### src/rtl/cgm_pkg.sv
// ----------------------------------------------------------------------------
// cgm_pkg
// Shared types, register codes and helpers of the clamped gradient unit.
// ----------------------------------------------------------------------------
package cgm_pkg;

   localparam int PIX_W            = 8;
   localparam int WIDTH_REG_W      = 11;
   localparam int HEIGHT_REG_W     = 13;
   localparam int CSR_DATA_W       = 13;
   localparam int CSR_ADDR_W       = 1;
   localparam int FRAME_WIDTH_RST  = 1024;
   localparam int FRAME_HEIGHT_RST = 1024;
   localparam int MIN_FRAME_DIM    = 2;
   localparam int NUM_CELLS        = 2;
   localparam int MAX_RESULTS      = 3;
   localparam int CNT_W            = 2;
   localparam int IDX_W            = 2;
   localparam int RSP_DATA_W       = 48;

   // register indexes
   localparam logic [CSR_ADDR_W-1:0] CSR_FRAME_WIDTH  = 1'b0;
   localparam logic [CSR_ADDR_W-1:0] CSR_FRAME_HEIGHT = 1'b1;

   localparam logic [PIX_W-1:0] PIX_MAX = 8'hFF;
   localparam logic [PIX_W-1:0] PIX_MIN = 8'h00;

   typedef logic [PIX_W-1:0] pixel_type;

   // one line store entry: two rows up and one row up
   typedef struct packed {
      pixel_type older;
      pixel_type prev;
   } entry_type;

   // one window column: row above and current row
   typedef struct packed {
      pixel_type upper;
      pixel_type lower;
   } cell_type;

   typedef struct packed {
      pixel_type gx;
      pixel_type gy;
   } result_type;

   typedef struct packed {
      pixel_type x_min;
      pixel_type x_max;
      pixel_type y_min;
      pixel_type y_max;
   } extremes_type;

   // position of a pixel inside the frame
   typedef struct packed {
      logic has_top;
      logic top_first;
      logic last_row;
      logic col_first;
      logic col_second;
      logic col_last;
   } pos_flags_type;

   // later minus earlier, clamped at zero
   function automatic pixel_type pos_diff(input pixel_type earlier, input pixel_type later);
      pos_diff = (later > earlier) ? pixel_type'(later - earlier) : PIX_MIN;
   endfunction

endpackage

### src/rtl/cgm_stats.sv
// ----------------------------------------------------------------------------
// cgm_stats
// Running minimum and maximum of both gradients over the frame; the outputs
// already include the result currently on the output port.
// ----------------------------------------------------------------------------
module cgm_stats
   import cgm_pkg::*;
(
   input  logic         clock,
   input  logic         reset,
   input  logic         clear,
   input  logic         take,
   input  logic         last,
   input  result_type   cur,
   output extremes_type ext
);

   pixel_type x_min_ff, x_max_ff, y_min_ff, y_max_ff;

   // fold the current result into the running values
   always_comb begin
      ext.x_min = (cur.gx < x_min_ff) ? cur.gx : x_min_ff;
      ext.x_max = (cur.gx > x_max_ff) ? cur.gx : x_max_ff;
      ext.y_min = (cur.gy < y_min_ff) ? cur.gy : y_min_ff;
      ext.y_max = (cur.gy > y_max_ff) ? cur.gy : y_max_ff;
   end

   // update on each delivered word, restart after the frame's final word
   always_ff @(posedge clock) begin
      if (reset || clear || (take && last)) begin
         x_min_ff <= PIX_MAX;
         x_max_ff <= PIX_MIN;
         y_min_ff <= PIX_MAX;
         y_max_ff <= PIX_MIN;
      end else if (take) begin
         x_min_ff <= ext.x_min;
         x_max_ff <= ext.x_max;
         y_min_ff <= ext.y_min;
         y_max_ff <= ext.y_max;
      end
   end

endmodule

### config.mk
export PLATFORM = sky130hd
export DESIGN_NAME = cgm_stats
export DESIGN_NICKNAME = d
export VERILOG_FILES = /design/src/rtl/cgm_pkg.sv /design/src/rtl/cgm_stats.sv
export SDC_FILE = /design/constraint.sdc
export NUM_CORES = 1
export LEC_CHECK = 0
export BUFFER_PORTS_ARGS = -buffer_cell sky130_fd_sc_hd__buf_4
export CAP_MARGIN = 20
export CORE_MARGIN = 2
export CORE_UTILIZATION = 45
export DETAILED_ROUTE_END_ITERATION = 12
export GPL_ROUTABILITY_DRIVEN = 1
export PLACE_DENSITY_LB_ADDON = 0.05
export RECOVER_POWER = 25
export SLEW_MARGIN = 25
export SYNTH_ARGS = -nofsm -noshare
export SYNTH_HDL_FRONTEND = slang
export SYNTH_SLANG_ARGS = --single-unit
### constraint.sdc
create_clock -name clock -period 3.4 [get_ports clock]
set_input_delay 0.68 -clock clock [delete_from_list [all_inputs] [get_ports clock]]
set_output_delay 0.68 -clock clock [all_outputs]
set_load 0.01 [all_outputs]
After elaboration in Yosys (flattened, before gate mapping)
Index checks and enable logic that the tools add are counted.
{ "word_totals": {"register_bits": 32, "in_bits": 21, "out_inout_bits": 32, "wordCells": 15} }
{ "classes": {"n_lt_le_gt_ge": 4, "n_mux": 4, "n_reduce_logical": 3} }
{ "ops": {"columns": ["operator", "count"], "rows": [
  ["two-way mux 8 bit", 4],
  ["> comparator 8 bit", 2],
  ["less-than comparator 8 bit", 2],
  ["logical OR 1 bit", 2],
  ["logical AND 1 bit", 1]
]} }

Depth between registers and ports, before layout
Gate-level depths: netlist of the first run.
{ "logic_depth": {"depth_word": 2, "depth_mapped": 8, "ltp_nobuf": 7} }

Worst setup path before layout of the first run
Ideal clock, no wire load.
{ "synth_path": {"path_kind": "in2out", "start": "input port cur[1] in the netlist's numbering", "end": "output port ext[0] in the netlist's numbering", "arrival_time_ps": 2131, "required_time_ps": 2720, "slack_ps": 589, "stages": 6, "n_path_buf": 0, "cell_sequence": "ha_1 nor2b_1 o211ai_1 a21oi_1 o21ai_2 mux2_2"} }
{ "synth_lines": {"columns": ["item", "line", "rtl"], "rows": [
  ["start: declaration", "cgm_stats.sv:14", "input result_type cur,"],
  ["end: declaration", "cgm_stats.sv:15", "output extremes_type ext"]
]} }

==> results of run 1 <==
==> layout make-up <==
| class | instances | area share [%] |
|---|---|---|
| Timing Repair Buffer | 61 | 15.1 |
| Tap cell | 70 | 2.98 |
| Inverter | 31 | 3.96 |
| Multi-Input combinational cell | 213 | 53.2 |
| Sequential cell | 32 | 21.8 |
| Clock buffer | 8 | 3.06 |
==> sequential cells by signal (all words and copies together), names as in the netlist <==
| name | cells |
|---|---|
| x_max_ff | 8 |
| x_min_ff | 8 |
| y_max_ff | 8 |
| y_min_ff | 8 |
==> power by group <==
group          switching (mW)  internal, mW
clock                   0.156         0.165
combinational           0.151         0.138
sequential            0.00552         0.387
==> cells in the final DEF (no fill, tap or decap), types with 11 or more instances in the layout <==
cell type,count
a21oi_1,12
o21ai_0,32
nand2_1,34
buf_4,57
mux2_2,18
ha_1,30
nand3_1,18
a21boi_0,15
inv_1,30
dfxtp_1,32
o211ai_1,11
==> kinds of logic after synthesis <==
group	after synthesis	synth area share, %
AOI/OAI and AO/OA	93	27.3
and+or+nand+nor	70	14.0
buffers and inverters	40	6.99
DFF	32	26.7
adders and majority gates	30	15.7
muxes	20	9.29
==> cells in the mapped netlist, types with 2 or more instances <==
master     n  area, um^2
nand2_1   34         128
dfxtp_1   32         641
o21ai_0   32         160
ha_1      30         375
inv_1     30         113
mux2_2    18         203
nand3_1   18        90.1
a21boi_0  14         105
a21oi_1   10        50.1
o211ai_1  10        75.1
a21o_1     6        45.0
and3_1     6        37.5
o211ai_2   6        75.1
a21oi_2    4        35.0
nor2b_1    4        25.0
clkbuf_1   3        11.3
a211oi_4   2        40.0
a21boi_1   2        15.0
a221o_1    2        20.0
and4_1     2        17.5
buf_1      2        7.51
buf_2      2        10.0
buf_6      2        22.5
mux2i_1    2        20.0
nand2b_1   2        12.5
nand4_1    2        12.5
o21ai_1    2        10.0
o21ai_2    2        17.5
or3_1      2        12.5
==> worst max-delay path: stages <==
cell	delay, ns
clkbuf_1	0.26
ha_1	0.30
and3_1	0.20
a221o_1	0.35
a21oi_2	0.14
buf_4	0.20
nand2_1	0.06
o21ai_0	0.11
buf_4	0.16
==> how the worst max path moves through the flow <==
stage | startpoint | endpoint | cells after the start | slack, ns
after global routing | cur[15] | ext[27] | 9 | 0.11
after detailed placement | cur[9] | ext[19] | 9 | 0.26
after CTS | cur[9] | ext[19] | 9 | 0.25
final | cur[15] | ext[27] | 9 | 0.25
after global placement | cur[9] | ext[19] | 9 | 0.29
after floorplan | cur[1] | ext[0] | 6 | 0.59
==> through the flow <==
stage               area (um^2)  std cells
floorplan                  2400        285
global placement           2900        407
detailed placement         2900        407
CTS                        2990        415
global route               2940        415
finish                     2940        415
==> layer usage <==
| metal | part of all wire [%] | GRT usage [%] | routed length, um |
|---|---|---|---|
| met1 | 46 | 25.1 | 2640 |
| met2 | 48 | 35.4 | 2740 |
| met3 | 4.7 | 4.71 | 269 |
| met4 | 0.98 | 5.89 | 56 |
| met5 | 0 | 0 | 0 |
==> out/results.tsv, run 1 <==
metric	value	unit
status	finished clean	
rows	26	
whs_path_depth	2	
cts_max_level	2	
hold_violations	0	
p_per_area	341	nW/um^2
setup_tns	0	ns
die_area	5930	um^2
crit_arrival	2.47	ns
worstSkewPairLatency	0.29	ns
reg2reg_slack	0.88	ns
wirelength	5700	um
ant_nets	0	
regArea	641	um^2
fillers	536	
clk_pin_slew	0.07	ns
vias_per_cell	5.33	
routedWlPerCell	13.7	um
ff2ff_path_depth	8	
io_buffers	52	
crit_fanout	14	
layout-drive-gt1-share	26.7	%
n_antenna_cell	0	
ir_worst_vdd	194	uV
cts_buffers	5	
gp_congestion	0.781	
fp.dieW	77.0	um
syn_area	2400	um^2
rsz0062_at_grt	false	
fin_util	57.2	%
grt_pass1_wl	9740	um
yosysUniqueCellTypes	31	
start_util	46.6	%
chipHeight	77.0	um
ys_warn_count	0	
fmax	318	MHz
r2r_start	x_min_ff[6]	
end_kind	output port	
slew_violations	0	
drc	0	
cts_resized	0	
synthesis.nets	336	
p_leak	1.39	nW
r2r_end	x_min_ff[4]	
maxSlewHeadroom	46.0	%
routed-via-count	2214	
ys_seq_area_share	26.7	%
max-cap-violations	0	
synth-seq-cells	32	
path_class	input pin to output port	
cp-start-kind	input pin	
grt_pass1_vias	2033	
multi_input_area	1560	um^2
cts_setup_buffers	0	
synth_edf_count	0	
cts_max_path_buffers	2	
power	1.00	mW
post-route-period-util	92.6	%
tightest_slew	0.805	ns
synthCells	285	
design.core.area	5140	um^2
drtIter0Drc	69	
hold_slack	0.492	ns
required	2.72	ns
dpl.hpwl	4160	um
synth_ff_type	dfxtp_1	
avgSynthCellArea	8.41	um^2
grt.overflow.total	0	
holdPathEnd	y_max_ff[1]	
grt_max_degree	33	
grt_use_total	20.3	%
finalWorstSetupSlack	0.252	ns
nets	395	
place_ws	0.261	ns
setup-violations-final	0	
antenna_found_initial	0	
synthArstFlopShare	0	%
cts_tree	yes	
syn_to_final_growth	22.7	%
postCtsHoldBufs	0	
min_path_type	flop to flop	
design.portCount	53	
min_from	y_max_ff[1]	
period_needed	3.15	ns
cts.sinks	32	
skew	0.00417	ns
cts-root-buf	clkbuf_8	
first_pass_iters	4	
Power figures use the tool's default switching activity.
==> inputs of run 2 (changes only) <==
--- a/config.mk
+++ b/config.mk
@@ -5,12 +5,13 @@
 export SDC_FILE = /design/constraint.sdc
 export NUM_CORES = 1
 export LEC_CHECK = 0
-export BUFFER_PORTS_ARGS = -buffer_cell sky130_fd_sc_hd__buf_4
 export CAP_MARGIN = 20
 export CORE_MARGIN = 2
 export CORE_UTILIZATION = 45
 export DETAILED_ROUTE_END_ITERATION = 12
+export DONT_BUFFER_PORTS = 1
 export GPL_ROUTABILITY_DRIVEN = 1
+export HOLD_SLACK_MARGIN = 0.1
 export PLACE_DENSITY_LB_ADDON = 0.05
 export RECOVER_POWER = 25
 export SLEW_MARGIN = 25
==> constraint.sdc (replaced) <==
create_clock -name clock -period 3.4 [get_ports clock]
set_input_delay 0.51 -clock clock [delete_from_list [all_inputs] [get_ports clock]]
set_output_delay 0.51 -clock clock [all_outputs]
set_load 0.01 [all_outputs]
==> run 2 against run 1 <==
Register-to-register slack worse by 0.24 ns; largest cell class unchanged; worst hold slack worse by 0.14 ns; global-route usage is 1.0 points lower; clock skew is 0.0014 ns higher; setup slack better by 0.34 ns; total power is 13% lower; sequential share of layout area is 3.6 points higher; die area stayed put; fmax is 12% higher.
==> out/results.tsv, run 2 (synthesis results as in run 1) <==
metric	value	unit
status	finished clean	
chipHeight	77.0	um
internal_power	0.605	mW
drc	0	
post-route-period-util	82.5	%
nets	339	
layoutNonFillerInstCount	358	
design.core.area	5140	um^2
cts.sinks	32	
critPathSlowestCell	mux2_2	
grt_pass1_vias	1892	
power_frac_seq	45.1	%
grt.overflow.total	0	
fp.dieW	77.0	um
fmax	356	MHz
crit_arrival	2.30	ns
final_common_cell	nand2_1	
dpl.cell_count	351	
rows	26	
routedWlPerCell	15.3	um
critPathLaunch	y_max_ff[1]	
met2_length	2660	um
crit_chain	inv_1 -> ha_1 -> nor2b_1 -> o211ai_1 -> a21oi_1 -> o21ai_2 -> mux2_2	
design.portCount	53	
min_path_type	input pin to flop	
r2r_end	y_min_ff[1]	
first_pass_iters	4	
fillers	531	
cts_buffers	5	
crit_fanout	8	
p_switching	0.266	mW
regArea	641	um^2
max_stage_delay	0.43	ns
cts_max_level	2	
cts_tree	yes	
max-cap-violations	0	
ant_nets	0	
hold_violations	0	
whs_path_depth	2	
n_antenna_cell	0	
p_per_area	344	nW/um^2
layout-drive-gt1-share	14.2	%
ff2ff_path_depth	7	
pwr-share-comb	22.9	%
period_needed	2.81	ns
ir_worst_vdd	175	uV
p_leak	1.13	nW
path_class	flop to output port	
p_clk_share	32.0	%
required	2.89	ns
drtIter0Drc	67	
cp-start-kind	flop	
die_area	5930	um^2
cts_resized	0	
cp_top_family	compound AO/OA/AOI/OAI gates	
grt_use_total	19.3	%
path_buf_inv	1	
layout_common_cells	34 x nand2_1, 32 x o21ai_0, 32 x dfxtp_1	
grt_max_degree	33	
clk_pin_slew	0.07	ns
antenna_found_initial	0	
setup_tns	0	ns
min_from	cur[12]	
io_buffers	0	
setup-violations-final	0	
multi_input_area	1570	um^2
slew_violations	0	
r2r_start	y_min_ff[6]	
holdPathEnd	x_min_ff[4]	
cts-root-buf	clkbuf_8	
worstSkewPairLatency	0.28	ns
highest_layer	met4	
gp_congestion	0.789	
rsz0062_at_grt	false	
skew	0.00560	ns
tightest_slew	1.24	ns
grt_pass1_wl	9050	um
maxSlewHeadroom	17.0	%
cts_max_path_buffers	2	
vias_per_cell	5.55	
syn_to_final_growth	5.48	%
wirelength	5480	um
dpl.hpwl	4050	um
reg2reg_slack	0.64	ns
wl_met1	2470	um
routed-via-count	1987	
swShare	30.5	%
cts_setup_buffers	0	
start_util	46.6	%
dr_wl_met3	280	um
postCtsHoldBufs	0	
end_kind	output port	
==> run 2: power by group through the flow <==
stage          Sequential (mW)  Combinational [mW]  Clock [mW]
2_1_floorplan            0.399               0.173           0
3_3_place_gp             0.401               0.204           0
3_5_place_dp             0.401               0.206           0
4_1_cts                  0.392               0.207       0.296
5_1_grt                  0.394               0.227       0.307
6_report                 0.393               0.200       0.278
==> run 2: final cells by class <==
type,instances,share of cell area (%)
multi-input combinational,213,62.0
sequential,32,25.3
inverter,31,4.60
tap,70,3.46
clock buffer,6,2.87
timing repair buffer,5,1.48
clock inverter,1,0.198
==> run 2: worst max path at each step <==
| stage | slack, ns | cells past startpoint | end |
|---|---|---|---|
| final | 0.59 | 7 | ext[0] |
| after global routing | 0.45 | 8 | ext[26] |
| after CTS | 0.53 | 7 | ext[0] |
| after detailed placement | 0.75 | 5 | ext[24] |
| after global placement | 0.75 | 5 | ext[24] |
| after floorplan | 0.93 | 6 | ext[0] |
==> run 2: through the flow <==
stage / worst slack, ns / util (%) / hold slack [ns] / power (mW) / cell area [um^2]
after CTS: 0.526 / 49.8 / 0.343 / 0.896 / 2560
after global placement: 0.748 / 48.3 / 0.473 / 0.605 / 2480
after floorplan: 0.929 / - / 0.452 / 0.573 / 2400
after global routing: 0.448 / 49.2 / 0.344 / 0.928 / 2530
after detailed placement: 0.746 / 48.3 / 0.476 / 0.608 / 2480
final: 0.595 / 49.2 / 0.355 / 0.871 / 2530
==> run 2: per-layer routing <==
layer / global-route usage [%] / vias up
li1: - / 1029
met1: 22.9 / 908
met2: 33.9 / 44
met3: 5.29 / 6
met4: 5.89 / 0
met5: 0 / -
