$ cat config.mk
export PLATFORM = sky130hd
export DESIGN_NAME = cgm_cell
export DESIGN_NICKNAME = d
export VERILOG_FILES = /design/src/rtl/cgm_pkg.sv /design/src/rtl/cgm_cell.sv
export SDC_FILE = /design/constraint.sdc
export NUM_CORES = 1
export LEC_CHECK = 0
export ABC_AREA = 1
export BUFFER_PORTS_ARGS = -buffer_cell sky130_fd_sc_hd__buf_4
export CAP_MARGIN = 20
export CORE_ASPECT_RATIO = 1.1
export CORE_MARGIN = 2
export CORE_UTILIZATION = 46
export CTS_CLUSTER_DIAMETER = 200
export DETAILED_ROUTE_END_ITERATION = 10
export PLACE_DENSITY_LB_ADDON = 0.2
export SKIP_LAST_GASP = 1
export SLEW_MARGIN = 20
export SYNTH_ARGS = -nofsm -noshare
export SYNTH_HDL_FRONTEND = slang
export SYNTH_SLANG_ARGS = --single-unit
$ cat constraint.sdc
create_clock -name clock -period 1.6 [get_ports clock]
set_input_delay 0.08 -clock clock [delete_from_list [all_inputs] [get_ports clock]]
set_output_delay 0.08 -clock clock [all_outputs]
set_load 0.01 [all_outputs]
$ cat src/rtl/cgm_pkg.sv
// ----------------------------------------------------------------------------
// cgm_pkg
// Shared types, register codes and helpers of the clamped gradient unit.
// ----------------------------------------------------------------------------
package cgm_pkg;

   localparam int PIX_W            = 8;
   localparam int WIDTH_REG_W      = 11;
   localparam int HEIGHT_REG_W     = 13;
   localparam int CSR_DATA_W       = 13;
   localparam int CSR_ADDR_W       = 1;
   localparam int FRAME_WIDTH_RST  = 1024;
   localparam int FRAME_HEIGHT_RST = 1024;
   localparam int MIN_FRAME_DIM    = 2;
   localparam int NUM_CELLS        = 2;
   localparam int MAX_RESULTS      = 3;
   localparam int CNT_W            = 2;
   localparam int IDX_W            = 2;
   localparam int RSP_DATA_W       = 48;

   // register indexes
   localparam logic [CSR_ADDR_W-1:0] CSR_FRAME_WIDTH  = 1'b0;
   localparam logic [CSR_ADDR_W-1:0] CSR_FRAME_HEIGHT = 1'b1;

   localparam logic [PIX_W-1:0] PIX_MAX = 8'hFF;
   localparam logic [PIX_W-1:0] PIX_MIN = 8'h00;

   typedef logic [PIX_W-1:0] pixel_type;

   // one line store entry: two rows up and one row up
   typedef struct packed {
      pixel_type older;
      pixel_type prev;
   } entry_type;

   // one window column: row above and current row
   typedef struct packed {
      pixel_type upper;
      pixel_type lower;
   } cell_type;

   typedef struct packed {
      pixel_type gx;
      pixel_type gy;
   } result_type;

   typedef struct packed {
      pixel_type x_min;
      pixel_type x_max;
      pixel_type y_min;
      pixel_type y_max;
   } extremes_type;

   // position of a pixel inside the frame
   typedef struct packed {
      logic has_top;
      logic top_first;
      logic last_row;
      logic col_first;
      logic col_second;
      logic col_last;
   } pos_flags_type;

   // later minus earlier, clamped at zero
   function automatic pixel_type pos_diff(input pixel_type earlier, input pixel_type later);
      pos_diff = (later > earlier) ? pixel_type'(later - earlier) : PIX_MIN;
   endfunction

endpackage

$ cat src/rtl/cgm_cell.sv
// ----------------------------------------------------------------------------
// cgm_cell
// One window column: holds the pixel above and the current pixel, passes them
// to the next cell on shift and gives their clamped vertical difference.
// ----------------------------------------------------------------------------
module cgm_cell
   import cgm_pkg::*;
(
   input  logic      clock,
   input  logic      shift,
   input  cell_type  d,
   output cell_type  q,
   output pixel_type vert
);

   cell_type q_ff;

   // advance the window on each accepted word
   always_ff @(posedge clock) begin
      if (shift) begin
         q_ff <= d;
      end
   end

   assign q    = q_ff;
   assign vert = pos_diff(q_ff.upper, q_ff.lower);

endmodule

Word level (Yosys, flattened, before mapping)
Cells that the tools add are included.
Widths: inputs -> output; s select.

word-level totals
  bits in registers = 16
  word-level logic and storage cells = 5

cells by class
  add/sub/neg operators = 1
  order comparisons = 1
  mux-type cells = 1

operator list
  cell         number
  $gt 8x8->1   1
  $mux 8       1
  $sub 8x8->8  1

Depth between registers and ports, before layout
Gate-level depths: netlist of run 1.

  depth in word-level cells = 2
  gate-level depth with buffers = 10
  mapped depth without buffers = 10

Least setup slack after synthesis of run 1
No wires, ideal clock.

  path type = reg-to-output
  from = register q_ff, in the netlist q[0]
  to = output vert[6]
  arrival time = 1.568 ns
  data required time = 1.520 ns
  path slack = -0.048 ns
  stages on the path, launching flop included = 10
  path through = edfxtp_1 > inv_1 > ha_1 > inv_1 > fa_1 > nand2_1 > nand2_2 > nand3b_1 > nand3_1 > a21oi_2

on the way
  longest elaborated chain between the ends = 2
  elaborated cells between the ends (all ways) = 3
  classes of those cells = add/sub: 1; order compare: 1; mux: 1

RTL lines
  item                                       RTL line        text
  from (decl)                                cgm_cell.sv:16  cell_type q_ff;
  from (signal assigned)                     cgm_cell.sv:21  q_ff <= d;
  $sub 8x8->8 or $gt 8x8->1 (tied branches)  cgm_pkg.sv:66   pos_diff = (later > earlier) ? pixel_type'(later - earlier) : PIX_MIN;
  $mux 8 *                                   cgm_pkg.sv:66
  to (decl)                                  cgm_cell.sv:13  output pixel_type vert

Every way passes the cells marked *; elsewhere a longest branch is shown, timed or not.

Worst setup path after layout of run 1
  from = register q_ff, in the netlist q[0]
  to = output vert[5]

The elaborated chain is that of the path after synthesis.

==> report_table.html, run 1 <==
<table>
<tr><th>Metric</th><th>Value</th></tr>
<tr><th colspan="2">Finish</th></tr>
<tr><td>Area Growth Syn to Fin</td><td>71.5%</td></tr>
<tr><td>Fraction of layout cells with a size suffix above 1</td><td>43.5%</td></tr>
<tr><td>Number of flip-flops in the largest register</td><td>16</td></tr>
<tr><td>Final antenna diode count</td><td>0</td></tr>
<tr><td>Layout Cell Area excl Fill</td><td>0.00166 sq mm</td></tr>
<tr><td>NumNets Final</td><td>198</td></tr>
<tr><th colspan="2">Setup path</th></tr>
<tr><td>Worst path top cell family by delay</td><td>adder cells</td></tr>
<tr><td>Buffer and inverter count on the worst path</td><td>3</td></tr>
<tr><td>Cells along the critical path</td><td>inv_1 &gt; ha_2 &gt; inv_2 &gt; fa_2 &gt; nand2_2 &gt; nand2_4 &gt; nand3_4 &gt; nand2_4 &gt; nand2_8 &gt; nor2_2 &gt; buf_4</td></tr>
<tr><td>Worst Path Arrival</td><td>2.00 ns</td></tr>
<tr><td>Delay contributed by the slowest stage of the critical path</td><td>0.41 ns</td></tr>
<tr><td>Critical path class</td><td>flop to primary output</td></tr>
<tr><td>CP max-delay cell</td><td>sky130_fd_sc_hd__edfxtp_1</td></tr>
<tr><td>Worst EP required</td><td>1.52 ns</td></tr>
<tr><td>Launching element type of the critical path</td><td>flop</td></tr>
<tr><td>Endpoint type of the worst setup path</td><td>primary output</td></tr>
<tr><td>CP Max Fanout</td><td>7</td></tr>
<tr><td>Most prevalent standard cell on the critical path</td><td>sky130_fd_sc_hd__nand2_4</td></tr>
<tr><th colspan="2">Status</th></tr>
<tr><td>Status</td><td>finished with violations</td></tr>
<tr><td>Violations in the final reports</td><td>setup timing</td></tr>
<tr><th colspan="2">Global routing</th></tr>
<tr><td>Antenna violations before repair</td><td>0</td></tr>
<tr><td>Global-route total usage across every layer</td><td>23.8%</td></tr>
<tr><td>Maximum number of pins on one net before global-route repair</td><td>17</td></tr>
<tr><td>Global-route wire length before repair</td><td>4040 um</td></tr>
<tr><td>Total global routing overflow</td><td>0</td></tr>
<tr><td>Via count of the first global-routing pass</td><td>938</td></tr>
<tr><th colspan="2">Die</th></tr>
<tr><td>Num rows</td><td>17</td></tr>
<tr><td>Core region area</td><td>0.00200 sq mm</td></tr>
<tr><td>Die X</td><td>47.7 um</td></tr>
<tr><td>Total die area</td><td>0.00248 sq mm</td></tr>
<tr><td>Initial core utilization</td><td>48.3%</td></tr>
<tr><td>Boundary Pins</td><td>42</td></tr>
<tr><td>Chip height</td><td>52.1 um</td></tr>
<tr><th colspan="2">STA</th></tr>
<tr><td>Max-slew headroom at the worst pin</td><td>79.8%</td></tr>
<tr><td>Fmax</td><td>481 MHz</td></tr>
<tr><td>Unrepaired setup endpoints after global routing</td><td>true</td></tr>
<tr><td>Count of endpoints failing setup in the final report</td><td>8</td></tr>
<tr><td>Final period demand of the worst path</td><td>2.08 ns</td></tr>
<tr><td>Number of max-slew violations in the final report</td><td>0</td></tr>
<tr><td>Worst Slack Setup Final</td><td>-0.477 ns</td></tr>
<tr><td>Transition time of the tightest slew-check pin</td><td>0.300 ns</td></tr>
<tr><td>Final period utilization</td><td>130%</td></tr>
<tr><td>Post-route setup TNS</td><td>-3.60 ns</td></tr>
<tr><td>Worst hold margin</td><td>0.169 ns</td></tr>
<tr><td>Hold Fails Final Rpt</td><td>0</td></tr>
<tr><th colspan="2">Drt</th></tr>
<tr><td>Detailed-routing iteration count for the pre-antenna-repair pass</td><td>4</td></tr>
<tr><td>Post-route antenna net violation count</td><td>0</td></tr>
<tr><td>First DRT Iteration DRCs</td><td>22</td></tr>
<tr><td>Avg Vias per Cell</td><td>4.90</td></tr>
<tr><td>Residual DRC count</td><td>0</td></tr>
<tr><td>Total wire length</td><td>2890 um</td></tr>
<tr><td>Via Count</td><td>971</td></tr>
<tr><td>Routed WL per cell</td><td>14.6 um</td></tr>
<tr><th colspan="2">Place</th></tr>
<tr><td>Port buffer count</td><td>41</td></tr>
<tr><td>Global placement routability congestion</td><td>0.707</td></tr>
<tr><td>HPWL reported at the end of detailed placement</td><td>1580 um</td></tr>
<tr><td>Instance area at placement</td><td>0.00133 sq mm</td></tr>
<tr><th colspan="2">CTS</th></tr>
<tr><td>Clock buffer count from CTS</td><td>3</td></tr>
<tr><td>Total number of clock tree sinks</td><td>16</td></tr>
<tr><td>CTS root buf</td><td>sky130_fd_sc_hd__clkbuf_4</td></tr>
<tr><td>H-tree depth</td><td>1</td></tr>
<tr><td>Reg clk slew, reported paths</td><td>0.09 ns</td></tr>
<tr><td>TritonCTS clock tree</td><td>done</td></tr>
<tr><td>Maximum count of clock buffers along a single path</td><td>2</td></tr>
<tr><th colspan="2">Yosys</th></tr>
<tr><td>Post-synth EDFFs</td><td>16</td></tr>
<tr><td>Sequential-to-total area share from yosys stat</td><td>49.7%</td></tr>
<tr><td>Most common flop cell mapped by yosys</td><td>sky130_fd_sc_hd__edfxtp_1</td></tr>
<tr><td>Number of standard cells after synthesis</td><td>103</td></tr>
<tr><td>FFs w/ async S/R, synth</td><td>0%</td></tr>
<tr><td>Largest area contributor in the netlist</td><td>sky130_fd_sc_hd__edfxtp_1</td></tr>
<tr><td>Synthesis warning total</td><td>0</td></tr>
<tr><td>Top cell type's share of synthesized area</td><td>49.7%</td></tr>
<tr><td>Most frequent cells after synthesis</td><td>24 x sky130_fd_sc_hd__nand2_1, 23 x sky130_fd_sc_hd__inv_1, 16 x sky130_fd_sc_hd__edfxtp_1</td></tr>
<tr><td>Most instantiated library cell after synthesis</td><td>sky130_fd_sc_hd__nand2_1</td></tr>
<tr><td>Dominant cells by area after synthesis</td><td>sky130_fd_sc_hd__edfxtp_1 50%, sky130_fd_sc_hd__ha_1 10%, sky130_fd_sc_hd__nand2_1 9.3%</td></tr>
<tr><td>Synthesized flop and latch total</td><td>16</td></tr>
<tr><td>Average footprint of a synthesized cell</td><td>9.38 sq um</td></tr>
<tr><td>Synth Net Count</td><td>130</td></tr>
<tr><td>Number of unique standard cell types used by synthesis</td><td>19</td></tr>
<tr><td>Post-synthesis instance area</td><td>966 sq um</td></tr>
<tr><th colspan="2">Pwr</th></tr>
<tr><td>Largest vdd supply drop</td><td>814 uV</td></tr>
<tr><td>Total power</td><td>1.38 mW</td></tr>
<tr><td>Pwr dens</td><td>834 mW/mm^2</td></tr>
<tr><td>Leak Pwr</td><td>0.805 nW</td></tr>
<tr><th colspan="2">Run</th></tr>
<tr><td>MaxCap Viol Count</td><td>0</td></tr>
<tr><th colspan="2">Min path</th></tr>
<tr><td>Path class of the lowest-slack min-delay path</td><td>input port to flop</td></tr>
</table>
-- routing by layer --
metal	track usage, %	vias up	routed length [um]
met3	3.82	6	154
met4	9.46	0	72
met1	24.2	456	991
met5	0	-	0
met2	45.1	52	1670
li1	-	457	-
-- cell families after synthesis --
family / after synthesis / share of synthesized area [%]
and+or+nand+nor: 49 / 24.6
buffers and inverters: 23 / 8.94
DFF: 16 / 49.7
adders and majority gates: 9 / 12.4
AOI/OAI and AO/OA: 4 / 2.46
xor gates and xnor gates: 2 / 1.81
-- metrics by stage --
stage / utilization (%) / cells / setup slack [ns]
2_1_floorplan: - / 103 / 0.00394
3_3_place_gp: 66.7 / 175 / -0.0499
3_5_place_dp: 66.7 / 175 / -0.116
4_1_cts: 76.5 / 196 / -0.404
5_1_grt: 82.9 / 198 / -0.595
6_report: 82.9 / 198 / -0.477
-- placed cells by master (no fill, tap or decap), drive strengths merged, types with 3 or more instances in the layout --
master       netlist  layout
buf                0      47
nand2             29      29
inv               23      23
dlygate4sd3        0      16
edfxtp            16      16
nor2              11      11
ha                 8       8
nand3              6       6
a21oi              4       4
clkbuf             0       3
-- report_power, final --
group | total (mW) | internal, mW | leakage [nW] | switching (mW)
clock network | 0.208 | 0.0903 | 0.0154 | 0.117
registers | 0.524 | 0.499 | 0.157 | 0.0248
logic | 0.649 | 0.315 | 0.633 | 0.334
total | 1.38 | 0.904 | 0.805 | 0.477
-- what timing repair did --
item	CTS	global route
hold buffers	16	0
pin swaps	2	8
setup endpoints to repair	8	8
setup buffers	1	2
resized for setup	2	25
endpoints found under the hold margin	16	0
-- path summary, 6_finish.rpt --
check,from,to,slack [ns],cells past startpoint
worst max-delay path,q[0],vert[5],-0.48,11
worst min-delay path,shift,q[3],0.17,1
-- cell type report --
type | instances | area [sq um]
multi-input cells | 64 | 497
flip-flops and latches | 16 | 480
clock inverters | 1 | 3.75
clock buffers | 3 | 22.5
fillers | 123 | 343
inverters | 23 | 86.3
well taps | 28 | 35.0
repair buffers | 63 | 532
No activity file was read; power rests on OpenSTA's default activity.
==> run 2, diff against run 1 <==
--- a/config.mk
+++ b/config.mk
@@ -14,6 +14,7 @@
 export CTS_CLUSTER_DIAMETER = 200
 export DETAILED_ROUTE_END_ITERATION = 10
 export PLACE_DENSITY_LB_ADDON = 0.2
+export SKIP_CTS_REPAIR_TIMING = 1
 export SKIP_LAST_GASP = 1
 export SLEW_MARGIN = 20
 export SYNTH_ARGS = -nofsm -noshare
==> report_table.html, run 2 (synthesis results as in run 1) <==
<table>
<tr><th>Metric</th><th>Value</th></tr>
<tr><th colspan="2">Pwr</th></tr>
<tr><td>Switching share of power</td><td>32.3% (-2.3 points)</td></tr>
<tr><td>Share of power burned in registers</td><td>40.8% (+2.8 points)</td></tr>
<tr><td>Comb power frac</td><td>43.5% (-3.5 points)</td></tr>
<tr><td>P_int</td><td>0.863 mW (-4.5%)</td></tr>
<tr><td>Pwr dens</td><td>817 mW/mm^2 (-2.0%)</td></tr>
<tr><td>Leak Pwr</td><td>0.790 nW (-1.9%)</td></tr>
<tr><td>Fraction of power consumed by the clock network</td><td>15.7% (+0.7 points)</td></tr>
<tr><td>Largest vdd supply drop</td><td>724 uV (-11%)</td></tr>
<tr><td>Net Sw Power</td><td>0.411 mW (-14%)</td></tr>
<tr><th colspan="2">CTS</th></tr>
<tr><td>Reg clk slew, reported paths</td><td>0.08 ns (about the same)</td></tr>
<tr><td>Maximum count of clock buffers along a single path</td><td>2 (unchanged)</td></tr>
<tr><td>H-tree depth</td><td>1 (unchanged)</td></tr>
<tr><td>Clock buffer count from CTS</td><td>3 (unchanged)</td></tr>
<tr><td>Total number of clock tree sinks</td><td>16 (unchanged)</td></tr>
<tr><td>TritonCTS clock tree</td><td>done</td></tr>
<tr><td>CTS root buf</td><td>sky130_fd_sc_hd__clkbuf_4</td></tr>
<tr><th colspan="2">STA</th></tr>
<tr><td>Count of endpoints failing setup in the final report</td><td>8 (unchanged)</td></tr>
<tr><td>Final period utilization</td><td>127% (-2.7 points)</td></tr>
<tr><td>Max-slew headroom at the worst pin</td><td>84.4% (+4.6 points)</td></tr>
<tr><td>Unrepaired setup endpoints after global routing</td><td>true</td></tr>
<tr><td>Transition time of the tightest slew-check pin</td><td>0.234 ns (-0.0666 ns)</td></tr>
<tr><td>Number of max-slew violations in the final report</td><td>0 (unchanged)</td></tr>
<tr><td>Worst Slack Setup Final</td><td>-0.434 ns (+0.0431 ns)</td></tr>
<tr><td>Fmax</td><td>492 MHz (+2.1%)</td></tr>
<tr><td>Hold Fails Final Rpt</td><td>0 (unchanged)</td></tr>
<tr><td>Final period demand of the worst path</td><td>2.03 ns (-0.0431 ns)</td></tr>
<tr><th colspan="2">Global routing</th></tr>
<tr><td>Global-route total usage across every layer</td><td>17.1% (-6.6 points)</td></tr>
<tr><td>Total global routing overflow</td><td>0 (unchanged)</td></tr>
<tr><td>Maximum number of pins on one net before global-route repair</td><td>17 (unchanged)</td></tr>
<tr><td>Global-route wire length before repair</td><td>2920 um (-28%)</td></tr>
<tr><td>Antenna violations before repair</td><td>0 (unchanged)</td></tr>
<tr><td>Via count of the first global-routing pass</td><td>744 (-21%)</td></tr>
<tr><th colspan="2">Die</th></tr>
<tr><td>Core region area</td><td>0.00200 sq mm (unchanged)</td></tr>
<tr><td>Die X</td><td>47.7 um (unchanged)</td></tr>
<tr><td>Initial core utilization</td><td>48.3% (unchanged)</td></tr>
<tr><td>Chip height</td><td>52.1 um (unchanged)</td></tr>
<tr><td>Num rows</td><td>17 (unchanged)</td></tr>
<tr><td>Total die area</td><td>0.00248 sq mm (unchanged)</td></tr>
<tr><td>Boundary Pins</td><td>42 (unchanged)</td></tr>
<tr><th colspan="2">Place</th></tr>
<tr><td>HPWL reported at the end of detailed placement</td><td>1580 um (unchanged)</td></tr>
<tr><td>Port buffer count</td><td>41 (unchanged)</td></tr>
<tr><td>Global placement routability congestion</td><td>0.707 (unchanged)</td></tr>
<tr><td>Placed insts</td><td>175 (unchanged)</td></tr>
<tr><td>Post-placement worst setup slack</td><td>-0.116 ns (unchanged)</td></tr>
<tr><td>Instance area at placement</td><td>0.00133 sq mm (unchanged)</td></tr>
<tr><th colspan="2">Setup path</th></tr>
<tr><td>Most prevalent standard cell on the critical path</td><td>sky130_fd_sc_hd__nand2_2</td></tr>
<tr><td>Endpoint type of the worst setup path</td><td>primary output</td></tr>
<tr><td>Worst EP required</td><td>1.52 ns (about the same)</td></tr>
<tr><td>Launching element type of the critical path</td><td>flop</td></tr>
<tr><td>Critical path class</td><td>flop to primary output</td></tr>
<tr><td>Cells along the critical path</td><td>inv_1 &gt; ha_2 &gt; inv_2 &gt; fa_2 &gt; nand2_2 &gt; nand2_2 &gt; nand3_2 &gt; nand2_2 &gt; nand2_4 &gt; nor2_2 &gt; buf_4</td></tr>
<tr><td>Worst Path Arrival</td><td>1.95 ns (-0.05 ns)</td></tr>
<tr><td>Delay contributed by the slowest stage of the critical path</td><td>0.39 ns (-0.02 ns)</td></tr>
<tr><td>CP max-delay cell</td><td>sky130_fd_sc_hd__edfxtp_1</td></tr>
<tr><td>CP Max Fanout</td><td>7 (unchanged)</td></tr>
<tr><th colspan="2">Finish</th></tr>
<tr><td>Fraction of layout cells with a size suffix above 1</td><td>39.6% (-3.9 points)</td></tr>
<tr><td>Number of flip-flops in the largest register</td><td>16 (unchanged)</td></tr>
<tr><td>Area Growth Syn to Fin</td><td>61.5%</td></tr>
<tr><td>Final antenna diode count</td><td>0 (unchanged)</td></tr>
<tr><td>Most common library cell in the layout ignoring fill and taps</td><td>sky130_fd_sc_hd__buf_4</td></tr>
<tr><td>Core utilization of the finished layout</td><td>78.0% (-4.8 points)</td></tr>
<tr><td>Layout Cell Area excl Fill</td><td>0.00156 sq mm (-5.8%)</td></tr>
<tr><td>NumNets Final</td><td>197 (-0.51%)</td></tr>
<tr><td>Most used cells in the layout excluding fill and tap cells</td><td>44 x sky130_fd_sc_hd__buf_4, 23 x sky130_fd_sc_hd__nand2_1, 22 x sky130_fd_sc_hd__inv_1</td></tr>
<tr><td>Filler-free cell count of the finished design</td><td>197 (-0.51%)</td></tr>
<tr><th colspan="2">Drt</th></tr>
<tr><td>First DRT Iteration DRCs</td><td>11 (-50%)</td></tr>
<tr><td>Via Count</td><td>907 (-6.6%)</td></tr>
<tr><td>Residual DRC count</td><td>0 (unchanged)</td></tr>
<tr><td>Post-route antenna net violation count</td><td>0 (unchanged)</td></tr>
<tr><td>Detailed-routing iteration count for the pre-antenna-repair pass</td><td>4 (unchanged)</td></tr>
<tr><td>Total wire length</td><td>2450 um (-15%)</td></tr>
<tr><td>Routed WL per cell</td><td>12.4 um (-15%)</td></tr>
<tr><td>Avg Vias per Cell</td><td>4.60 (-6.1%)</td></tr>
<tr><th colspan="2">Status</th></tr>
<tr><td>Violations in the final reports</td><td>setup timing</td></tr>
<tr><td>Status</td><td>finished with violations</td></tr>
<tr><th colspan="2">Min path</th></tr>
<tr><td>Cell depth of the worst min-delay path</td><td>1 (unchanged)</td></tr>
<tr><td>Min-Delay Startpoint</td><td>shift</td></tr>
<tr><td>Path class of the lowest-slack min-delay path</td><td>input port to flop</td></tr>
<tr><td>Hold EP</td><td>q[12]</td></tr>
<tr><th colspan="2">Run</th></tr>
<tr><td>MaxCap Viol Count</td><td>0 (unchanged)</td></tr>
</table>
==> run 2: area by class of cell <==
type	count	area [sq um]
clock buffer	3	22.5
clock inverter	1	3.75
fill	141	439
inverter	23	86.3
multi-input combinational	64	419
sequential	16	480
tap	28	35.0
timing repair buffer	62	513
==> run 2: how the worst max path moves through the flow <==
stage | startpoint | to | slack (ns) | cells after the start
after CTS | q[0] | vert[7] | -0.43 | 11
after detailed placement | q[0] | vert[7] | -0.12 | 11
after floorplan | q[0] | vert[6] | 0.004 | 9
final | q[0] | vert[3] | -0.43 | 11
after global routing | q[0] | vert[3] | -0.57 | 11
after global placement | q[0] | vert[7] | -0.05 | 11
==> run 2: critical path: cells and delay by family, from the launching register on <==
kind,cells,cell delay [ns]
buffers and inverters,3,0.27
adder cells (fa/ha/maj),2,0.53
flip-flops,1,0.39
AND/OR/NAND/NOR,6,0.50
==> run 2: power by group through the flow <==
stage	clock network (mW)	registers [mW]	logic, mW
floorplan	0	0.542	0.254
global placement	0	0.525	0.461
detailed placement	0	0.528	0.474
CTS	0.214	0.518	0.475
global route	0.221	0.523	0.613
finish	0.200	0.520	0.554
==> run 2: layer usage <==
metal  part of all wire, %  track usage (%)
met1                    35             18.0
met2                    58             29.6
met3                   4.1             3.13
met4                   2.4             11.3
met5                     0                0
==> run 2: stage by stage <==
stage	setup TNS (ns)	hold WS [ns]	power (mW)
floorplan	0	0.179	0.796
global placement	-0.298	0.258	0.987
global route	-4.42	0.171	1.36
finish	-3.34	0.177	1.27
CTS	-3.33	-0.0355	1.21
detailed placement	-0.823	0.259	1.00
==> run 3, diff against run 2 <==
--- a/config.mk
+++ b/config.mk
@@ -5,12 +5,12 @@
 export SDC_FILE = /design/constraint.sdc
 export NUM_CORES = 1
 export LEC_CHECK = 0
-export ABC_AREA = 1
+export ABC_AREA = 0
 export BUFFER_PORTS_ARGS = -buffer_cell sky130_fd_sc_hd__buf_4
 export CAP_MARGIN = 20
 export CORE_ASPECT_RATIO = 1.1
 export CORE_MARGIN = 2
-export CORE_UTILIZATION = 46
+export CORE_UTILIZATION = 45
 export CTS_CLUSTER_DIAMETER = 200
 export DETAILED_ROUTE_END_ITERATION = 10
 export PLACE_DENSITY_LB_ADDON = 0.2
==> report_table.html, run 3 <==
<table>
<tr><th>Metric</th><th>Value</th></tr>
<tr><th colspan="2">STA</th></tr>
<tr><td>Worst Slack Setup Final</td><td>-1.01 ns (-0.572 ns)</td></tr>
<tr><td>Final period utilization</td><td>163% (+36 points)</td></tr>
<tr><td>Number of max-slew violations in the final report</td><td>0 (unchanged)</td></tr>
<tr><td>Transition time of the tightest slew-check pin</td><td>0.348 ns (+0.115 ns)</td></tr>
<tr><td>Max-slew headroom at the worst pin</td><td>76.5% (-7.9 points)</td></tr>
<tr><td>Fmax</td><td>384 MHz (-22%)</td></tr>
<tr><td>Unrepaired setup endpoints after global routing</td><td>true</td></tr>
<tr><td>Final period demand of the worst path</td><td>2.61 ns (+0.572 ns)</td></tr>
<tr><td>Count of endpoints failing setup in the final report</td><td>8 (unchanged)</td></tr>
<tr><td>Worst hold margin</td><td>0.156 ns (-0.0206 ns)</td></tr>
<tr><td>Hold Fails Final Rpt</td><td>0 (unchanged)</td></tr>
<tr><th colspan="2">Die</th></tr>
<tr><td>Boundary Pins</td><td>42 (unchanged)</td></tr>
<tr><td>Core region area</td><td>0.00182 sq mm (-8.9%)</td></tr>
<tr><td>Total die area</td><td>0.00233 sq mm (-6.2%)</td></tr>
<tr><td>Num rows</td><td>16 (-1)</td></tr>
<tr><td>Chip height</td><td>50.4 um (-3.2%)</td></tr>
<tr><td>Initial core utilization</td><td>48.4% (about the same)</td></tr>
<tr><td>Die X</td><td>46.2 um (-3.2%)</td></tr>
<tr><th colspan="2">CTS</th></tr>
<tr><td>Clock buffer count from CTS</td><td>3 (unchanged)</td></tr>
<tr><td>Maximum count of clock buffers along a single path</td><td>2 (unchanged)</td></tr>
<tr><td>Total number of clock tree sinks</td><td>16 (unchanged)</td></tr>
<tr><td>TritonCTS clock tree</td><td>done</td></tr>
<tr><td>Reg clk slew, reported paths</td><td>0.11 ns (+0.03 ns)</td></tr>
<tr><td>H-tree depth</td><td>1 (unchanged)</td></tr>
<tr><td>CTS root buf</td><td>sky130_fd_sc_hd__clkbuf_4</td></tr>
<tr><th colspan="2">Global routing</th></tr>
<tr><td>Via count of the first global-routing pass</td><td>835 (+12%)</td></tr>
<tr><td>Global-route wire length before repair</td><td>3590 um (+23%)</td></tr>
<tr><td>Maximum number of pins on one net before global-route repair</td><td>17 (unchanged)</td></tr>
<tr><td>Total global routing overflow</td><td>0 (unchanged)</td></tr>
<tr><td>Antenna violations before repair</td><td>0 (unchanged)</td></tr>
<tr><td>Global-route total usage across every layer</td><td>21.4% (+4.3 points)</td></tr>
<tr><th colspan="2">Finish</th></tr>
<tr><td>Filler-free cell count of the finished design</td><td>190 (-3.6%)</td></tr>
<tr><td>Fraction of layout cells with a size suffix above 1</td><td>52.8% (+13 points)</td></tr>
<tr><td>Area Growth Syn to Fin</td><td>95.0%</td></tr>
<tr><td>NumNets Final</td><td>191 (-3.0%)</td></tr>
<tr><td>Number of flip-flops in the largest register</td><td>16 (unchanged)</td></tr>
<tr><td>Most used cells in the layout excluding fill and tap cells</td><td>61 x sky130_fd_sc_hd__buf_4, 16 x sky130_fd_sc_hd__dlygate4sd3_1, 16 x sky130_fd_sc_hd__edfxtp_1</td></tr>
<tr><td>Most common library cell in the layout ignoring fill and taps</td><td>sky130_fd_sc_hd__buf_4</td></tr>
<tr><td>Final antenna diode count</td><td>0 (unchanged)</td></tr>
<tr><td>Fill cell count</td><td>45 (-68%)</td></tr>
<tr><th colspan="2">Yosys</th></tr>
<tr><td>Most frequent cells after synthesis</td><td>16 x sky130_fd_sc_hd__edfxtp_1, 11 x sky130_fd_sc_hd__inv_1, 8 x sky130_fd_sc_hd__ha_1</td></tr>
<tr><td>Sequential-to-total area share from yosys stat</td><td>54.5% (+4.8 points)</td></tr>
<tr><td>Most instantiated library cell after synthesis</td><td>sky130_fd_sc_hd__edfxtp_1</td></tr>
<tr><td>Top cell type's share of synthesized area</td><td>54.5% (+4.8 points)</td></tr>
<tr><td>FFs w/ async S/R, synth</td><td>0% (unchanged)</td></tr>
<tr><td>Most common flop cell mapped by yosys</td><td>sky130_fd_sc_hd__edfxtp_1</td></tr>
<tr><td>Dominant cells by area after synthesis</td><td>sky130_fd_sc_hd__edfxtp_1 55%, sky130_fd_sc_hd__ha_1 11%, sky130_fd_sc_hd__inv_1 4.7%</td></tr>
<tr><td>Number of standard cells after synthesis</td><td>76 (-26%)</td></tr>
<tr><td>Synthesis warning total</td><td>0 (unchanged)</td></tr>
<tr><td>Synthesized flop and latch total</td><td>16 (unchanged)</td></tr>
<tr><td>Number of unique standard cell types used by synthesis</td><td>23 (+4)</td></tr>
<tr><td>Post-synthesis instance area</td><td>881 sq um (-8.8%)</td></tr>
<tr><td>Synth Net Count</td><td>103 (-21%)</td></tr>
<tr><td>Largest area contributor in the netlist</td><td>sky130_fd_sc_hd__edfxtp_1</td></tr>
<tr><td>Post-synth EDFFs</td><td>16 (unchanged)</td></tr>
<tr><td>Average footprint of a synthesized cell</td><td>11.6 sq um (+24%)</td></tr>
<tr><th colspan="2">Drt</th></tr>
<tr><td>Total wire length</td><td>3830 um (+56%)</td></tr>
<tr><td>Residual DRC count</td><td>0 (unchanged)</td></tr>
<tr><td>Avg Vias per Cell</td><td>5.64 (+23%)</td></tr>
<tr><td>Via Count</td><td>1072 (+18%)</td></tr>
<tr><td>First DRT Iteration DRCs</td><td>59 (+48)</td></tr>
<tr><td>Detailed-routing iteration count for the pre-antenna-repair pass</td><td>5 (+1)</td></tr>
<tr><td>Routed WL per cell</td><td>20.1 um (+62%)</td></tr>
<tr><td>Post-route antenna net violation count</td><td>0 (unchanged)</td></tr>
<tr><th colspan="2">Setup path</th></tr>
<tr><td>Endpoint type of the worst setup path</td><td>primary output</td></tr>
<tr><td>Launching element type of the critical path</td><td>flop</td></tr>
<tr><td>Critical path class</td><td>flop to primary output</td></tr>
<tr><td>CP Max Fanout</td><td>2 (-5)</td></tr>
<tr><td>Worst EP required</td><td>1.52 ns (about the same)</td></tr>
<tr><td>Worst Path Arrival</td><td>2.53 ns (+0.58 ns)</td></tr>
<tr><th colspan="2">Pwr</th></tr>
<tr><td>Pwr dens</td><td>869 mW/mm^2 (+6.4%)</td></tr>
<tr><td>Leak Pwr</td><td>0.786 nW (-0.49%)</td></tr>
<tr><td>Total power</td><td>1.49 mW (+17%)</td></tr>
<tr><td>Largest vdd supply drop</td><td>720 uV (-0.50%)</td></tr>
<tr><th colspan="2">Place</th></tr>
<tr><td>HPWL reported at the end of detailed placement</td><td>1760 um (+11%)</td></tr>
<tr><td>Global placement routability congestion</td><td>0.703 (-0.50%)</td></tr>
<tr><td>Placed insts</td><td>168 (-4.0%)</td></tr>
<tr><td>Port buffer count</td><td>41 (unchanged)</td></tr>
<tr><th colspan="2">Run</th></tr>
<tr><td>MaxCap Viol Count</td><td>0 (unchanged)</td></tr>
<tr><th colspan="2">Status</th></tr>
<tr><td>Status</td><td>finished with violations</td></tr>
<tr><td>Violations in the final reports</td><td>setup timing</td></tr>
<tr><th colspan="2">Min path</th></tr>
<tr><td>Cell depth of the worst min-delay path</td><td>1 (unchanged)</td></tr>
<tr><td>Path class of the lowest-slack min-delay path</td><td>input port to flop</td></tr>
<tr><td>Hold EP</td><td>q[4]</td></tr>
<tr><td>Min-Delay Startpoint</td><td>shift</td></tr>
</table>
[run 3: cell types whose count changed in the layout (fill, tap and decap cells not counted), moves of 4 or more]
cell,change
sky130_fd_sc_hd__nand2_1,-20
sky130_fd_sc_hd__buf_4,+17
sky130_fd_sc_hd__nand2_2,-4
sky130_fd_sc_hd__nor2_2,-5
sky130_fd_sc_hd__nand3_1,-4
sky130_fd_sc_hd__inv_1,-12
[run 3: power by group]
part	internal, mW	leakage [nW]	switching [mW]
Combinational	0.380	0.614	0.358
Clock	0.0907	0.0154	0.141
Sequential	0.499	0.157	0.0232
Total	0.970	0.786	0.523
[run 3: cell type report]
| type | instances | area, sq um | share of cell area, % |
|---|---|---|---|
| inverters | 11 | 41.3 | 2.40 |
| clock buffers | 3 | 22.5 | 1.31 |
| repair buffers | 83 | 694 | 40.4 |
| multi-input cells | 49 | 442 | 25.7 |
| clock inverters | 1 | 3.75 | 0.218 |
| flip-flops and latches | 16 | 480 | 28.0 |
| well taps | 27 | 33.8 | 1.97 |
[run 3: worst max-delay path by stage]
stage | cells after the start | slack, ns | endpoint | from
2_1_floorplan | 9 | -0.37 | vert[6] | q[0]
3_3_place_gp | 10 | -0.44 | vert[6] | q[0]
3_5_place_dp | 10 | -0.52 | vert[6] | q[0]
4_1_cts | 10 | -0.85 | vert[6] | q[0]
5_1_grt | 10 | -1.08 | vert[6] | q[0]
6_report | 10 | -1.01 | vert[6] | q[0]
[run 3: worst max-delay path, stage by stage (launching register included)]
cell	delay [ns]
sky130_fd_sc_hd__edfxtp_1	0.41
sky130_fd_sc_hd__inv_1	0.09
sky130_fd_sc_hd__ha_2	0.20
sky130_fd_sc_hd__inv_2	0.04
sky130_fd_sc_hd__fa_2	0.35
sky130_fd_sc_hd__a21o_1	0.20
sky130_fd_sc_hd__a311o_1	0.29
sky130_fd_sc_hd__a21oi_2	0.17
sky130_fd_sc_hd__xor2_1	0.23
sky130_fd_sc_hd__nor2_1	0.10
sky130_fd_sc_hd__buf_4	0.16
[run 3: cell families after synthesis]
| family | share of synthesized area, % |
|---|---|
| AO/OA/AOI/OAI | 12.6 |
| XOR/XNOR | 2.98 |
| adder cells (fa/ha/maj) | 13.6 |
| buffers and inverters | 4.69 |
| flip-flops | 54.5 |
| AND/OR/NAND/NOR | 11.5 |
[run 3: routing by layer]
layer	global-route usage (%)	wire [um]	up-vias
li1	-	-	447
met1	24.0	1390	501
met2	37.0	1960	94
met3	4.32	318	30
met4	10.5	157	0
met5	0	0	-
[run 3: stage by stage]
stage	instance area (sq um)	setup WS, ns	util (%)	setup TNS, ns
after floorplan	906	-0.374	-	-2.43
after global placement	1430	-0.438	78.4	-3.11
after detailed placement	1430	-0.520	78.4	-3.49
after CTS	1450	-0.849	79.8	-6.09
after global routing	1720	-1.08	94.3	-7.42
final	1720	-1.01	94.3	-7.05
